File: src/kst_pkg.sv
// ----------------------------------------------------------------------------
// kst_pkg: shared types and constants of the keyed slot table
// Field widths, operation and status codes, configuration register indexes,
// reset values of the limits and the request/response word layouts.
// ----------------------------------------------------------------------------
`default_nettype none

package kst_pkg;

    localparam int KEY_W   = 27;
    localparam int AGE_W   = 7;
    localparam int CFG_IW  = 2;
    localparam int SLOT_OW = 5;
    localparam int CNT_OW  = 6;

    localparam logic [KEY_W-1:0] KEY_MIN_RST = 27'd1000000;
    localparam logic [KEY_W-1:0] KEY_MAX_RST = 27'd99999999;
    localparam logic [AGE_W-1:0] AGE_MIN_RST = 7'd1;
    localparam logic [AGE_W-1:0] AGE_MAX_RST = 7'd100;

    typedef enum logic [CFG_IW-1:0] {
        CFG_KEY_MIN = 2'd0,
        CFG_KEY_MAX = 2'd1,
        CFG_AGE_MIN = 2'd2,
        CFG_AGE_MAX = 2'd3
    } t_cfg_idx;

    typedef enum logic [1:0] {
        MODE_INSERT = 2'd0,
        MODE_DELETE = 2'd1,
        MODE_LOOKUP = 2'd2,
        MODE_COUNT  = 2'd3
    } t_mode;

    typedef enum logic [2:0] {
        STAT_OK        = 3'd0,
        STAT_LIMITS    = 3'd1,
        STAT_DUPLICATE = 3'd2,
        STAT_FULL      = 3'd3,
        STAT_NOT_FOUND = 3'd4
    } t_status;

    typedef enum logic [2:0] {
        ST_CLEAR,
        ST_IDLE,
        ST_SCAN,
        ST_WRITE,
        ST_RESP
    } t_state;

    typedef struct packed {
        t_mode            mode;
        logic [KEY_W-1:0] key;
        logic [AGE_W-1:0] age;
        logic [AGE_W-1:0] range_low;
        logic [AGE_W-1:0] range_high;
    } t_req;

    typedef struct packed {
        t_status            status;
        logic [SLOT_OW-1:0] slot;
        logic               found;
        logic [CNT_OW-1:0]  count;
    } t_rsp;

endpackage

`default_nettype wire

File: src/kst_if.sv
// ----------------------------------------------------------------------------
// kst_if: valid/ready channels of the keyed slot table
// Request channel carrying one operation word, response channel carrying
// one result word.
// ----------------------------------------------------------------------------
`default_nettype none

interface kst_req_if;
    logic          valid;
    logic          ready;
    kst_pkg::t_req data;

    modport source (output valid, output data, input ready);
    modport sink   (input valid, input data, output ready);
endinterface

interface kst_rsp_if;
    logic          valid;
    logic          ready;
    kst_pkg::t_rsp data;

    modport source (output valid, output data, input ready);
    modport sink   (input valid, input data, output ready);
endinterface

`default_nettype wire

File: src/keyed_slot_table_core.sv
// ----------------------------------------------------------------------------
// keyed_slot_table_core: record table with lowest-free-slot insert
// Insert, delete, lookup and age-range count over SLOTS records, each
// examined in turn by one shared compare stage.
// ----------------------------------------------------------------------------
// Each operation word occupies the block from the cycle in which it is
// accepted: every record is read in turn through the single read port of
// the record memory, a write-back cycle follows and the result is then held
// on offer until it is taken. The next word is accepted in the cycle after
// the result has been taken. After reset the valid flags are cleared by a
// pass over every slot during which no word is accepted; configuration
// writes are taken at any time.
`default_nettype none

module keyed_slot_table_core #(
    parameter int SLOTS = 32
) (
    input  wire logic                      i_clk,
    input  wire logic                      i_rst_n,
    input  wire logic                      i_cfg_we,
    input  wire logic [kst_pkg::CFG_IW-1:0] i_cfg_index,
    input  wire logic [kst_pkg::KEY_W-1:0]  i_cfg_data,
    kst_req_if.sink                        i_req,
    kst_rsp_if.source                      o_rsp
);
    import kst_pkg::*;

    localparam int SW = (SLOTS > 1) ? $clog2(SLOTS) : 1;
    localparam int CW = $clog2(SLOTS + 1);
    localparam int MW = 1 + KEY_W + AGE_W;

    // Record memory: valid flag, key, age.
    logic [MW-1:0] r_mem [SLOTS];
    logic [MW-1:0] r_rd_data;

    t_state r_state, n_state;

    logic [KEY_W-1:0] r_key_min, r_key_max;
    logic [AGE_W-1:0] r_age_min, r_age_max;

    t_req          r_req;
    logic          r_key_ok, r_age_ok;
    logic [CW-1:0] r_cnt;
    logic          r_pend;
    logic [SW-1:0] r_chk;
    logic          r_found;
    logic [SW-1:0] r_hit_slot;
    logic          r_free_seen;
    logic [SW-1:0] r_free_slot;
    logic [CW-1:0] r_count;
    t_rsp          r_rsp;

    logic          w_accept;
    logic          w_rd_en;
    logic          w_we;
    logic [SW-1:0] w_waddr;
    logic [MW-1:0] w_wdata;
    logic          w_scan_done;
    logic          w_ins_ok;
    t_rsp          w_rsp;

    logic             w_rec_valid;
    logic [KEY_W-1:0] w_rec_key;
    logic [AGE_W-1:0] w_rec_age;
    logic             w_hit;
    logic             w_in_range;

    logic [SW+SLOT_OW-1:0] w_slot_ext;
    logic [SW-1:0]         w_slot_sel;
    logic [CW+CNT_OW-1:0]  w_count_ext;

    assign w_accept = i_req.valid && i_req.ready;

    assign w_rec_valid = r_rd_data[MW-1];
    assign w_rec_key   = r_rd_data[MW-2:AGE_W];
    assign w_rec_age   = r_rd_data[AGE_W-1:0];

    // Shared compare stage applied to the record read in the previous cycle.
    assign w_hit      = w_rec_valid && (w_rec_key == r_req.key);
    assign w_in_range = w_rec_valid && (w_rec_age >= r_req.range_low)
                        && (w_rec_age <= r_req.range_high);

    assign w_scan_done = r_pend && (r_chk == SW'(SLOTS - 1));

    // ------------------------------------------------------------------
    // Configuration registers
    // ------------------------------------------------------------------
    always_ff @(posedge i_clk) begin
        if (!i_rst_n) begin
            r_key_min <= KEY_MIN_RST;
            r_key_max <= KEY_MAX_RST;
            r_age_min <= AGE_MIN_RST;
            r_age_max <= AGE_MAX_RST;
        end else if (i_cfg_we) begin
            unique case (t_cfg_idx'(i_cfg_index))
                CFG_KEY_MIN: r_key_min <= i_cfg_data;
                CFG_KEY_MAX: r_key_max <= i_cfg_data;
                CFG_AGE_MIN: r_age_min <= i_cfg_data[AGE_W-1:0];
                CFG_AGE_MAX: r_age_max <= i_cfg_data[AGE_W-1:0];
                default: ;
            endcase
        end
    end

    // ------------------------------------------------------------------
    // Sequencer: next state
    // ------------------------------------------------------------------
    always_comb begin
        n_state = r_state;
        unique case (r_state)
            ST_CLEAR: if (r_cnt == CW'(SLOTS - 1)) n_state = ST_IDLE;
            ST_IDLE:  if (w_accept) n_state = ST_SCAN;
            ST_SCAN:  if (w_scan_done) n_state = ST_WRITE;
            ST_WRITE: n_state = ST_RESP;
            ST_RESP:  if (o_rsp.ready) n_state = ST_IDLE;
            default:  n_state = ST_CLEAR;
        endcase
    end

    // ------------------------------------------------------------------
    // Sequencer: outputs
    // ------------------------------------------------------------------
    always_comb begin
        i_req.ready = 1'b0;
        o_rsp.valid = 1'b0;
        w_rd_en     = 1'b0;
        w_we        = 1'b0;
        w_waddr     = r_cnt[SW-1:0];
        w_wdata     = '0;
        unique case (r_state)
            ST_CLEAR: begin
                w_we = 1'b1;
            end
            ST_IDLE: begin
                i_req.ready = 1'b1;
            end
            ST_SCAN: begin
                w_rd_en = (r_cnt < CW'(SLOTS));
                // A delete clears the flag of each matching record in turn.
                if (r_pend && w_hit && r_key_ok && (r_req.mode == MODE_DELETE)) begin
                    w_we    = 1'b1;
                    w_waddr = r_chk;
                    w_wdata = {1'b0, w_rec_key, w_rec_age};
                end
            end
            ST_WRITE: begin
                if (w_ins_ok) begin
                    w_we    = 1'b1;
                    w_waddr = r_free_slot;
                    w_wdata = {1'b1, r_req.key, r_req.age};
                end
            end
            ST_RESP: begin
                o_rsp.valid = 1'b1;
            end
            default: ;
        endcase
    end

    // ------------------------------------------------------------------
    // Result word
    // ------------------------------------------------------------------
    assign w_ins_ok = (r_req.mode == MODE_INSERT) && r_key_ok && r_age_ok
                      && !r_found && r_free_seen;

    always_comb begin
        w_rsp.status = STAT_OK;
        w_slot_sel   = '0;
        w_rsp.found  = r_found;
        w_count_ext  = '0;
        case (r_req.mode)
            MODE_INSERT: begin
                if (!(r_key_ok && r_age_ok)) begin
                    w_rsp.status = STAT_LIMITS;
                end else if (r_found) begin
                    w_rsp.status = STAT_DUPLICATE;
                end else if (!r_free_seen) begin
                    w_rsp.status = STAT_FULL;
                end else begin
                    w_slot_sel = r_free_slot;
                end
            end
            MODE_DELETE: begin
                if (!r_key_ok) begin
                    w_rsp.status = STAT_LIMITS;
                end else if (!r_found) begin
                    w_rsp.status = STAT_NOT_FOUND;
                end
            end
            MODE_LOOKUP: begin
                if (r_found) begin
                    w_slot_sel = r_hit_slot;
                end else begin
                    w_rsp.status = STAT_NOT_FOUND;
                end
            end
            default: begin
                w_count_ext = {{CNT_OW{1'b0}}, r_count};
            end
        endcase
        w_slot_ext  = {{SLOT_OW{1'b0}}, w_slot_sel};
        w_rsp.slot  = w_slot_ext[SLOT_OW-1:0];
        w_rsp.count = w_count_ext[CNT_OW-1:0];
    end

    assign o_rsp.data = r_rsp;

    // ------------------------------------------------------------------
    // Record memory
    // ------------------------------------------------------------------
    always_ff @(posedge i_clk) begin
        if (w_we) begin
            r_mem[w_waddr] <= w_wdata;
        end
        if (w_rd_en) begin
            r_rd_data <= r_mem[r_cnt[SW-1:0]];
        end
    end

    // ------------------------------------------------------------------
    // Control registers
    // ------------------------------------------------------------------
    always_ff @(posedge i_clk) begin
        if (!i_rst_n) begin
            r_state <= ST_CLEAR;
            r_cnt   <= '0;
            r_pend  <= 1'b0;
        end else begin
            r_state <= n_state;
            r_pend  <= w_rd_en;
            if (r_state == ST_CLEAR || r_state == ST_SCAN) begin
                r_cnt <= (r_cnt < CW'(SLOTS)) ? r_cnt + CW'(1) : r_cnt;
            end else begin
                r_cnt <= '0;
            end
        end
    end

    // ------------------------------------------------------------------
    // Operation word, scan results and result register
    // ------------------------------------------------------------------
    always_ff @(posedge i_clk) begin
        r_chk <= r_cnt[SW-1:0];
        if (w_accept) begin
            r_req       <= i_req.data;
            r_key_ok    <= (i_req.data.key >= r_key_min) && (i_req.data.key <= r_key_max);
            r_age_ok    <= (i_req.data.age >= r_age_min) && (i_req.data.age <= r_age_max);
            r_found     <= 1'b0;
            r_hit_slot  <= '0;
            r_free_seen <= 1'b0;
            r_free_slot <= '0;
            r_count     <= '0;
        end else if (r_state == ST_SCAN && r_pend) begin
            if (w_hit && !r_found && (r_req.mode != MODE_COUNT)) begin
                r_found    <= 1'b1;
                r_hit_slot <= r_chk;
            end
            if (!w_rec_valid && !r_free_seen) begin
                r_free_seen <= 1'b1;
                r_free_slot <= r_chk;
            end
            if (w_in_range && (r_req.mode == MODE_COUNT)) begin
                r_count <= r_count + CW'(1);
            end
        end
        if (r_state == ST_WRITE) begin
            r_rsp <= w_rsp;
        end
    end

    // ------------------------------------------------------------------
    // Assertions
    // ------------------------------------------------------------------
    a_one_at_a_time: assert property (@(posedge i_clk) disable iff (!i_rst_n)
        !(o_rsp.valid && i_req.ready))
        else $error("result offered while a new word can be accepted");

    a_accept_starts_scan: assert property (@(posedge i_clk) disable iff (!i_rst_n)
        w_accept |=> (r_state == ST_SCAN) && (r_cnt == '0))
        else $error("accepted word did not start a scan from the first slot");

    a_no_idle_write: assert property (@(posedge i_clk) disable iff (!i_rst_n)
        (r_state == ST_IDLE || r_state == ST_RESP) |-> !w_we)
        else $error("record memory written outside clear, scan or write-back");

    // The count only holds a value once a word has been taken.
    a_count_bound: assert property (@(posedge i_clk) disable iff (!i_rst_n)
        (r_state != ST_CLEAR && r_state != ST_IDLE) |-> (r_count <= CW'(SLOTS)))
        else $error("count exceeds the number of slots");

    a_insert_ok_unique: assert property (@(posedge i_clk) disable iff (!i_rst_n)
        (o_rsp.valid && r_req.mode == MODE_INSERT && r_rsp.status == STAT_OK)
        |-> !r_rsp.found)
        else $error("successful insert reported an existing key");

endmodule

`default_nettype wire

File: src/flat_wrapper.sv
// flat-port wrapper written by rule: the top's interface ports become plain ports
module keyed_slot_table_core_flat import kst_pkg::*;
#(
    parameter int SLOTS = 32
)
  (i_clk, i_rst_n, i_cfg_we, i_cfg_index, i_cfg_data, i_req_valid, i_req_data, i_req_ready, o_rsp_valid, o_rsp_data, o_rsp_ready);
  kst_req_if i_req_i ();
  kst_rsp_if o_rsp_i ();
  input  wire logic i_clk;
  input  wire logic i_rst_n;
  input  wire logic i_cfg_we;
  input  wire logic [kst_pkg::CFG_IW-1:0] i_cfg_index;
  input  wire logic [kst_pkg::KEY_W-1:0] i_cfg_data;
  input wire logic [$bits(i_req_i.valid)-1:0] i_req_valid;
  input wire logic [$bits(i_req_i.data)-1:0] i_req_data;
  output wire logic [$bits(i_req_i.ready)-1:0] i_req_ready;
  output wire logic [$bits(o_rsp_i.valid)-1:0] o_rsp_valid;
  output wire logic [$bits(o_rsp_i.data)-1:0] o_rsp_data;
  input wire logic [$bits(o_rsp_i.ready)-1:0] o_rsp_ready;
  assign i_req_i.valid = i_req_valid;
  assign i_req_i.data = i_req_data;
  assign i_req_ready = i_req_i.ready;
  assign o_rsp_valid = o_rsp_i.valid;
  assign o_rsp_data = o_rsp_i.data;
  assign o_rsp_i.ready = o_rsp_ready;
  keyed_slot_table_core #(.SLOTS(SLOTS)) u_core (.i_clk(i_clk), .i_rst_n(i_rst_n), .i_cfg_we(i_cfg_we), .i_cfg_index(i_cfg_index), .i_cfg_data(i_cfg_data), .i_req(i_req_i), .o_rsp(o_rsp_i));
endmodule
File: config.mk
export PLATFORM = sky130hd
export DESIGN_NAME = keyed_slot_table_core_flat
export DESIGN_NICKNAME = d
export VERILOG_FILES = /design/src/kst_pkg.sv /design/src/kst_if.sv /design/src/keyed_slot_table_core.sv /design/src/flat_wrapper.sv
export SDC_FILE = /design/constraint.sdc
export NUM_CORES = 2
export LEC_CHECK = 0
export BUFFER_PORTS_ARGS = -buffer_cell sky130_fd_sc_hd__buf_2
export CAP_MARGIN = 20
export CORE_MARGIN = 2
export CORE_UTILIZATION = 55
export DETAILED_ROUTE_END_ITERATION = 10
export PLACE_DENSITY = 0.75
export SLEW_MARGIN = 20
export SYNTH_ARGS = -nofsm -noshare
export SYNTH_HDL_FRONTEND = slang
export SYNTH_SLANG_ARGS = --single-unit
File: constraint.sdc
create_clock -name i_clk -period 3.95 [get_ports i_clk]
set_input_delay 0.5925 -clock i_clk [delete_from_list [all_inputs] [get_ports i_clk]]
set_output_delay 0.5925 -clock i_clk [all_outputs]
set_load 0.005 [all_outputs]
==> results.py <==
metrics = {
    "sta": {
        "finalCritPeriodShare_pct": 89.33,
        "worst_slew_pin_slew_ps": 777.9,
        "finalSetupTns_ps": 0,
        "maxSlewViolCount": 0,
        "setup_viol": 0,
        "rsz0062_at_grt": "no",
        "timing.fmax_ghz": 0.2834,
        "hold_viol": 0,
        "slew_headroom_pct": 48.14,
        "fin_skew_ps": 40.07,
        "fin_crit_ps": 3529,
    },
    "yosys": {
        "async_flop_share_pct": 0,
        "synth_cell_type_count": 72,
        "synth.cell_area_um2": 52500,
        "syn_inst": 2571,
        "syn_area_per_cell_um2": 20.42,
        "synth_nets": 2739,
        "yosysSeqAreaShare_pct": 73.74,
        "synth_warnings": 0,
        "ys_ff_latch": 1323,
        "synthFlopType": "edfxtp_1",
        "synth_edf_count": 1222,
    },
    "detailed_routing": {
        "first_pass_iters": 5,
        "num_vias": 26640,
        "ant_nets": 0,
        "drc": 0,
        "dr.first_iter.drc_count": 3444,
        "routedWlPerCell_um": 30.79,
        "vias_per_cell": 6.391,
        "wl_mm": 128.3,
    },
    "layout": {
        "fin_cells": 4168,
        "drive_above_1_share_pct": 29.16,
        "fillCellCount": 6130,
        "fin_nets": 2963,
        "area_delta_synth_final_pct": 14.39,
    },
    "job": {
        "drv_cap": 0,
    },
    "setup_path": {
        "path_max_fanout": 16,
        "critPathLaunchType": "flip-flop",
        "critPathCaptureType": "flip-flop",
        "r2r_end": "u_core.r_mem[27][18]",
        "worstSetupEndpoint": "u_core.r_mem[27][18]",
        "worstRegToRegCells": 8,
        "critPathKind": "flip-flop to flip-flop",
        "r2r_setup_slack_ps": 420,
        "cp_data_required_time_ps": 4380,
        "worstPathArrival_ps": 3960,
        "startpoint": "u_core.r_req[21]",
        "reg2reg_from": "u_core.r_req[21]",
    },
    "cts": {
        "post-cts-setup-buffers": 0,
        "cts_made_buffers": 135,
        "clk_latency_ps": 760,
        "clock_sinks": 1323,
        "clk_path_buf_depth": 3,
        "clkSlewWorstSetupHoldPaths_ps": 60,
        "ctsRootBufferMaster": "clkbuf_16",
        "cts_tree": "built",
        "cts_hold_buf": 4,
        "cts-resized-gates": 0,
        "cts_max_level": 4,
    },
    "run_status": {
        "outcome": "finished, final reports clean",
    },
    "floorplanning": {
        "ios": 101,
        "start_util_pct": 55.34,
        "core_um2": 94870,
        "rows": 113,
        "die_area_um2": 97950,
        "die_x_um": 313.0,
        "die_h_um": 313.0,
    },
    "place": {
        "dpl.hpwl_mm": 75.43,
        "io_buffers": 100,
        "gp_congestion": 0.8741,
        "dp_cells": 3918,
    },
    "grt": {
        "first_global_vias": 27700,
        "grt_pass1_wl_mm": 187.7,
        "grt_remaining_overflow": 0,
        "grt.total_usage_pct": 26.73,
        "grt_start_max_net_pins": 101,
        "antenna_found_initial": 8,
    },
    "power": {
        "irDropWorstVdd_mv": 0.3090,
        "p_leak_uw": 0.01846,
        "power_density_nw_per_um2": 521.4,
    },
    "hold_path": {
        "min_path_type": "primary input to flip-flop",
    },
}
-- critical path, stage by stage, from the launching register on --
cell and delay [ps]:
edfxtp_1 420, xnor2_1 330, nand4_1 200, nor4_4 410, nand4_2 280, o221a_4 380, or3_4 460, nor2_4 490
buf_12 250
-- routing by layer --
metal / track usage [%] / wire length [µm] / vias up
met5: 0 / 34 / -
met1: 35.30 / 47440 / 13850
met2: 42.81 / 62520 / 1547
li1: - / - / 11010
met4: 10.45 / 4813 / 6
met3: 7.318 / 13530 / 231
-- flip-flops by register name (all words and copies together), names as in the netlist, 6 cells and up --
register and cells:
u_core.r_age_max 7, u_core.r_age_min 7, u_core.r_count 6, u_core.r_req 50, u_core.r_rd_data 35, u_core.r_mem 1120, u_core.r_cnt 6, u_core.r_key_min 27
u_core.r_key_max 27, u_core.o_rsp.data 15
-- through the flow --
stage / power (µW) / util [%] / hold slack (ps) / cell area [µm²] / setup WS [ps]
after floorplan: 18080 / - / 350.2 / 52500 / 59.07
final: 31310 / 63.31 / 54.47 / 60060 / 421.4
after CTS: 31500 / 63.27 / 7.972 / 60030 / 426.2
after global routing: 32220 / 63.30 / 25.57 / 60060 / 315.8
after global placement: 19150 / 58.70 / 452.3 / 55690 / 527.9
after detailed placement: 19230 / 58.70 / 457.7 / 55690 / 461.7
-- worst min-delay path by stage --
stage	from	end	slack [ps]	cells past startpoint
after floorplan	u_core.r_cnt[2]	u_core.r_chk[2]	350	0
after global placement	u_core.r_key_min[4]	u_core.r_key_min[4]	450	2
after detailed placement	u_core.r_key_min[24]	u_core.r_key_min[24]	460	2
after CTS	i_req_data[7]	u_core.r_req[7]	8	1
after global routing	i_req_data[0]	u_core.r_req[0]	30	1
final	i_req_data[7]	u_core.r_req[7]	50	1
-- kinds of logic (layout without fill, tap and decap cells) --
| logic type | Yosys count | in the layout | share of synthesized area (%) |
|---|---|---|---|
| flip-flops | 1323 | 1323 | 73.74 |
| buffers and inverters | 207 | 537 | 1.640 |
| XOR/XNOR | 31 | 31 | 0.5172 |
| AO/OA/AOI/OAI | 209 | 209 | 2.926 |
| multiplexers | 401 | 401 | 16.07 |
| other | 0 | 2 | 0 |
| AND/OR/NAND/NOR | 316 | 316 | 3.103 |
| adder cells (fa/ha/maj) | 84 | 84 | 2.002 |
-- cells in the final DEF (no fill, tap or decap), types with 5 or more instances in the layout --
cell type | synthesis | layout
o21a_1 | 8 | 8
nand3_1 | 23 | 23
mux2_2 | 35 | 35
a21boi_0 | 32 | 32
nor2_4 | 0 | 32
bufinv_16 | 0 | 7
nor2b_1 | 16 | 15
and3_1 | 15 | 15
nor2_1 | 77 | 45
a22o_1 | 37 | 36
xnor2_1 | 28 | 28
buf_2 | 22 | 100
nor3_1 | 8 | 8
mux2i_1 | 16 | 16
o211ai_1 | 33 | 33
buf_4 | 7 | 55
mux4_2 | 350 | 350
nand2_1 | 108 | 108
inv_1 | 86 | 86
a211oi_1 | 5 | 5
a21oi_1 | 28 | 28
a21o_1 | 15 | 15
dfxtp_1 | 101 | 96
clkbuf_16 | 0 | 144
ha_1 | 84 | 84
clkinv_2 | 0 | 23
clkbuf_1 | 76 | 21
clkinv_1 | 0 | 34
nand2b_1 | 8 | 8
buf_12 | 0 | 48
edfxtp_1 | 1222 | 1222
o21ai_0 | 19 | 18
nand4_1 | 27 | 27
-- cells in the mapped netlist, drive strengths merged (8+ instances only) --
| cell | number | area [µm²] |
|---|---|---|
| nand4 | 28 | 181.4 |
| mux4 | 350 | 7883 |
| a21boi | 33 | 247.7 |
| a21oi | 29 | 148.9 |
| inv | 87 | 326.6 |
| xnor2 | 28 | 245.2 |
| ha | 84 | 1051 |
| clkbuf | 76 | 285.3 |
| mux2 | 35 | 394.1 |
| and3 | 15 | 93.84 |
| nor2b | 16 | 100.1 |
| a22o | 38 | 334.1 |
| o211ai | 33 | 247.7 |
| edfxtp | 1222 | 36700 |
| nor3 | 9 | 50.05 |
| buf | 44 | 249.0 |
| dfxtp | 101 | 2022 |
| mux2i | 16 | 160.2 |
| nand2b | 9 | 63.81 |
| a21o | 15 | 112.6 |
| o21ai | 21 | 105.1 |
| nor2 | 77 | 289.0 |
| nand2 | 108 | 405.4 |
| nand3 | 23 | 115.1 |
| o21a | 8 | 60.06 |
-- layout make-up --
cell class	count	area, µm²	area share, %
clock buffers	166	3696	6.154
clock inverters	77	598.1	0.9958
repair buffers	207	1914	3.187
multi-input cells	1041	13200	21.98
diodes	2	5.005	0.008333
well taps	1265	1583	2.635
flip-flops and latches	1323	38730	64.49
inverters	87	326.6	0.5437
-- report_power, final --
group / internal (µW) / switching [µW]
Combinational: 1300 / 1740
Sequential: 15700 / 263
Clock: 7120 / 5220
Total: 24100 / 7230
Power figures use the tool's default switching activity.
